<file path="src/rtl/pld_pkg.sv">
// Shared types and constants for the point to line distance pipeline.
// No dependencies; every rtl file refers to this package by scoped names.
`timescale 1ns / 1ps

package pld_pkg;

   localparam int FRAC_BITS_DEF = 16;

   // Foot numerators stay below 2^95 in magnitude; quotients need 33 bits
   // before the clamp, so the divider remainder is 64 + 33 bits wide.
   localparam int NUMW      = 96;
   localparam int QBITS     = 33;
   localparam int REMW      = 97;
   localparam int ROOT_BITS = 32;

   typedef enum logic [1:0] {
      ST_OK    = 2'd0,
      ST_DEGEN = 2'd1,
      ST_SAT   = 2'd2
   } status_type;

   typedef struct packed {
      logic signed [31:0] line_a;
      logic signed [31:0] line_b;
      logic signed [31:0] line_c;
      logic signed [31:0] point_x;
      logic signed [31:0] point_y;
      logic               want_foot;
   } req_type;

   typedef struct packed {
      logic        [31:0] distance;
      logic signed [31:0] foot_x;
      logic signed [31:0] foot_y;
      status_type         status;
   } rsp_type;

   // front end to divider
   typedef struct packed {
      logic               foot;
      logic               degen;
      logic signed [31:0] px;
      logic signed [31:0] py;
      logic [63:0]        den;
      logic [127:0]       sq;
      logic               nx_neg;
      logic [NUMW-1:0]    nx_mag;
      logic               ny_neg;
      logic [NUMW-1:0]    ny_mag;
   } front_type;

   // divider to root stage
   typedef struct packed {
      logic               foot;
      logic               degen;
      logic signed [31:0] px;
      logic signed [31:0] py;
      logic [63:0]        den;
      logic [127:0]       sq;
      logic signed [31:0] fx;
      logic signed [31:0] fy;
      logic               dsat;
   } div_out_type;

endpackage

</file>
<file path="src/rtl/pld_skid.sv">
// Output register with a one entry skid buffer for the result channel.
// Uses pld_pkg for the result type.
`timescale 1ns / 1ps

module pld_skid (
   input  logic             clock,
   input  logic             reset,
   input  logic             in_valid,
   input  pld_pkg::rsp_type in_data,
   output logic             in_stall,
   output logic             out_valid,
   output pld_pkg::rsp_type out_data,
   input  logic             out_stall
);

   logic             out_v_ff, skid_v_ff;
   pld_pkg::rsp_type out_ff, skid_ff;
   logic             out_take;

   assign out_take = out_v_ff & ~out_stall;

   always_ff @(posedge clock) begin
      if (reset) begin
         out_v_ff  <= 1'b0;
         skid_v_ff <= 1'b0;
      end else if (skid_v_ff) begin
         if (out_take) begin
            skid_v_ff <= 1'b0;
         end
      end else if (in_valid) begin
         if (!out_v_ff || out_take) begin
            out_v_ff <= 1'b1;
         end else begin
            skid_v_ff <= 1'b1;
         end
      end else if (out_take) begin
         out_v_ff <= 1'b0;
      end
   end

   always_ff @(posedge clock) begin
      if (skid_v_ff) begin
         if (out_take) out_ff <= skid_ff;
      end else if (in_valid) begin
         if (!out_v_ff || out_take) out_ff <= in_data;
         else skid_ff <= in_data;
      end
   end

   assign in_stall  = skid_v_ff;
   assign out_valid = out_v_ff;
   assign out_data  = out_ff;

   a_skid_behind_out: assert property (@(posedge clock) disable iff (reset)
      skid_v_ff |-> out_v_ff)
      else $error("skid entry without output entry");

   a_skid_drain: assert property (@(posedge clock) disable iff (reset)
      skid_v_ff && !out_stall |=> !skid_v_ff)
      else $error("skid entry not drained");

   a_skid_fill: assert property (@(posedge clock) disable iff (reset)
      in_valid && !skid_v_ff && out_v_ff && out_stall |=> skid_v_ff)
      else $error("blocked transfer not captured");

endmodule

</file>
<file path="config.mk">
export PLATFORM = sky130hd
export DESIGN_NAME = pld_skid
export DESIGN_NICKNAME = d
export VERILOG_FILES = /design/src/rtl/pld_pkg.sv /design/src/rtl/pld_skid.sv
export SDC_FILE = /design/constraint.sdc
export NUM_CORES = 1
export LEC_CHECK = 0
export BUFFER_PORTS_ARGS = -buffer_cell sky130_fd_sc_hd__clkbuf_2
export CAP_MARGIN = 15
export CORE_MARGIN = 2
export CORE_UTILIZATION = 56
export DETAILED_ROUTE_END_ITERATION = 10
export PLACE_DENSITY = 0.85
export SLEW_MARGIN = 5
export SYNTH_ARGS = -nofsm -noshare
export SYNTH_HDL_FRONTEND = slang
export SYNTH_SLANG_ARGS = --single-unit
</file>
<file path="constraint.sdc">
create_clock -name clock -period 12.8 [get_ports clock]
set_clock_uncertainty 0.05 [all_clocks]
set_input_delay 1.28 -clock clock [delete_from_list [all_inputs] [get_ports clock]]
set_output_delay 1.28 -clock clock [all_outputs]
set_load 0.02 [all_outputs]
</file>
==> results.env <==
RUN_STATUS='complete, no violations'
R2R-START='in_stall'
MIN_PATH_TYPE='reg2reg'
VIA_TOTAL_AFTER_DETAILED_ROUTING=3716
MAX_FREQ_GHz=0.336
DPL.HPWL_MM=8.22
REGTOREGSETUPSLACK_PS=10220
POSTROUTEANTENNANETS=0
START_UTIL_PCT=57.2
PATH_MAX_FANOUT=80
WHS_ENDPOINT='out_data[41]'
HTREE_NUM_LEVELS=4
CLOCK_LATENCY_PS=430
FIN_NETS=632
MINIMUM_PERIOD_IMPLIED_BY_THE_FINAL_WORST_SETUP_SLACK_PS=2970
WORST_SLEW_PIN_SLEW_PS=1060
HOLD_VIOL=0
CTS_RESIZED=0
GRT_MAX_DEGREE=85
VIAS_CELL=5.20
DETAILROUTE.WIRELENGTH.MET2_MM=6.03
UNREPAIRED_SETUP_ENDPOINTS_AFTER_GLOBAL_ROUTING='no'
WORST_R2R_PATH_DEPTH=3
ANTENNA-DIODE-COUNT=0
WORST_SETUP_PATH_START_KIND='input port'
SYNTH_SEQ_CELLS=198
GRT_PASS1_WL_MM=19.7
MAX_SLEW_VIO_COUNT=0
SYN-NUM-NETS=419
NETLIST.TOP_CELL.BY_AREA='sky130_fd_sc_hd__edfxtp_1'
ROUTED_WL_MM=12.6
TRITONCTS_NUM_SINKS=198
SYNTHTOPCELLSBYAREA='sky130_fd_sc_hd__edfxtp_1 82%, sky130_fd_sc_hd__mux2_2 15%, sky130_fd_sc_hd__buf_6 1.4%'
DIE_HEIGHT_UM=117
FINALCRITPERIODSHARE_PCT=23.2
POST_SYNTH_AND_OR_NAND_NOR_AREA_FRACTION_PCT=0.400
POSTSYNTHAREAPERCELL_SQ_UM=22.7
ROUTED.TOP_LAYER='met4'
SYNTH.AREA.MUX_SHARE_PCT=15.3
GRT_ANTENNA_BEFORE_REPAIR=0
DRT-MET1-WL_MM=5.17
PLACEMENTROWS=41
NUMPORTBUFFERS=201
DRT_PASS1_ITERATIONS=4
HOLD_PATH_STARTPOINT='skid_ff[41]'
DETAIL_ROUTE.DRC_VIOLATIONS=0
WORSTSETUPENDPOINTTYPE='flop'
CELLLEAKAGEPOWER_nW=3.36
SYNTH-ADDER-AREA-SHARE_PCT=0
CTS.REPORTEDPATHS.CLKPINSLEW_PS=70
LAYOUT.CORE_UTILIZATION_PCT=71.1
CTS_BUFFER_COUNT=17
WORST_HOLD_PATH.NUM_CELLS=1
XOR_XNOR_PORTION_OF_THE_SYNTHESIZED_CELL_AREA_PCT=0
IR_DROP_mV=0.0915
WL_MET3_UM=968
DRIVE_GT1_SHARE_PCT=61.6
SETUP_VIOLATIONS=0
YS_SEQ_AREA_SHARE_PCT=82.4
DIE_W_UM=117
FLOW.AREA_GROWTH_FROM_SYNTHESIS_PCT=24.3
CRITICALPATHCATEGORY='in2reg'
CTS.REPAIR_TIMING.SETUP_BUFFER_COUNT=0
PLACEABLECOREAREA_SQ_UM=12600
NETLIST_INSTANCES=317
TRITONCTS='yes'
NUM_IO_PINS=202
DRT_ITER0_MARKERS=313
AVERAGE_DETAILED_ROUTED_WIRE_LENGTH_PER_INSTANCE_UM=17.7
DISTINCT_CELL_TYPE_COUNT_OF_THE_SYNTHESIZED_NETLIST=13
SLEW-LIMIT-HEADROOM_PCT=29.3
CELLPOWERDENSITY_nW_PER_UM2=159
NETLIST.AREA_LEADER.SHARE_PCT=81.8
SYNTH_WARNINGS=0
CP.REQUIRED_PS=12790
LARGEST_FAMILY_OF_LOGIC_CELLS_BY_SYNTHESIZED_AREA='multiplexers'
SETUP_TOTAL_NEGATIVE_SLACK_PS=0
CTS_HOLD_BUF=0
SYNTH_COMPOUND_AREA_SHARE_PCT=0.313
OVERFLOW=0
GP_CONGESTION=0.782
TRACK_USAGE_PCT=18.8
GRT_PASS1_VIAS=3824
CLOCK_PATH_BUFFERS=2
REGTOREGENDPOINT='skid_ff[67]'
FLOORPLAN.DIE_AREA_SQ_UM=13800
CRITPATHARRIVALTIME_PS=2970
MAX_CAP_VIOLS=0
SYN_AREA_SQ_UM=7190
CLOCK-ROOT-BUFFER='sky130_fd_sc_hd__clkbuf_16'
==> cells by family after synthesis <==
| kind of cell | count (synthesis) |
|---|---|
| muxes | 98 |
| DFF | 198 |
| buffers and inverters | 11 |
| AOI/OAI and AO/OA | 4 |
| and+or+nand+nor | 6 |
==> stage by stage <==
step | std cells | cell area (sq um) | hold WS (ps) | setup slack [ps] | total power, mW
6_report | 714 | 8940 | 496 | 9830 | 1.42
5_1_grt | 714 | 8940 | 511 | 9720 | 1.47
4_1_cts | 714 | 8940 | 499 | 9870 | 1.43
3_5_place_dp | 683 | 8350 | 481 | 9380 | 0.913
3_3_place_gp | 683 | 8350 | 459 | 9480 | 0.908
2_1_floorplan | 317 | 7190 | 473 | 6160 | 0.864
==> state kept, by name, indices dropped and copies added (netlist names) <==
register,cells
out_valid,1
out_data,98
skid_ff,98
in_stall,1
==> power breakdown <==
group	internal [mW]	switching, mW
combinational	0.0510	0.0790
sequential	0.757	0.0110
clock	0.304	0.221
total	1.11	0.311
==> layout make-up <==
cell class	instances	area (sq um)
well taps	172	215
clock buffers	17	425
flip-flops and latches	198	5930
multi-input cells	108	1170
fillers	768	3630
clock inverters	14	159
repair buffers	205	1040
==> cells in the final DEF, fill, tap and decap left out, drive strengths merged <==
cell and n:
a21boi 1, a21oi 2, buf 4, bufinv 3, clkbuf 218, clkinv 5, clkinvlp 4, dfxtp 2
edfxtp 196, inv 2, mux2 98, nand2 2, nand2b 1, nor2 1, nor2b 1, nor3 1
o21ai 1
==> Yosys cell counts <==
cell                       instances
sky130_fd_sc_hd__nor2b_1           1
sky130_fd_sc_hd__edfxtp_1        196
sky130_fd_sc_hd__nor3_1            1
sky130_fd_sc_hd__buf_2             2
sky130_fd_sc_hd__nand2_1           2
sky130_fd_sc_hd__a21boi_1          1
sky130_fd_sc_hd__o21ai_0           1
sky130_fd_sc_hd__mux2_2           98
sky130_fd_sc_hd__nand2b_1          1
sky130_fd_sc_hd__nor2_1            1
sky130_fd_sc_hd__dfxtp_1           2
sky130_fd_sc_hd__buf_6             9
sky130_fd_sc_hd__a21oi_1           2
==> worst max path at each step <==
| stage | startpoint | end | slack [ps] | cells past startpoint |
|---|---|---|---|---|
| after floorplan | out_stall | out_data[0] | 6160 | 2 |
| after global placement | in_valid | skid_ff[18] | 9480 | 4 |
| after detailed placement | in_valid | skid_ff[21] | 9380 | 4 |
| after CTS | in_valid | skid_ff[20] | 9870 | 4 |
| after global routing | in_valid | skid_ff[72] | 9720 | 4 |
| final | in_valid | skid_ff[67] | 9830 | 4 |
==> metal layers <==
layer  vias up  global-route usage (%)
li1       1697                       -
met1      1816                    23.5
met2       170                    28.5
met3        33                    7.05
met4         0                    10.5
met5         -                       0
==> worst max-delay path: stages <==
cell	delay (ps)
sky130_fd_sc_hd__clkbuf_2	90
sky130_fd_sc_hd__nand2b_1	150
sky130_fd_sc_hd__nor2_4	480
sky130_fd_sc_hd__buf_4	860
Note: power is estimated with default switching activity, not from simulation.
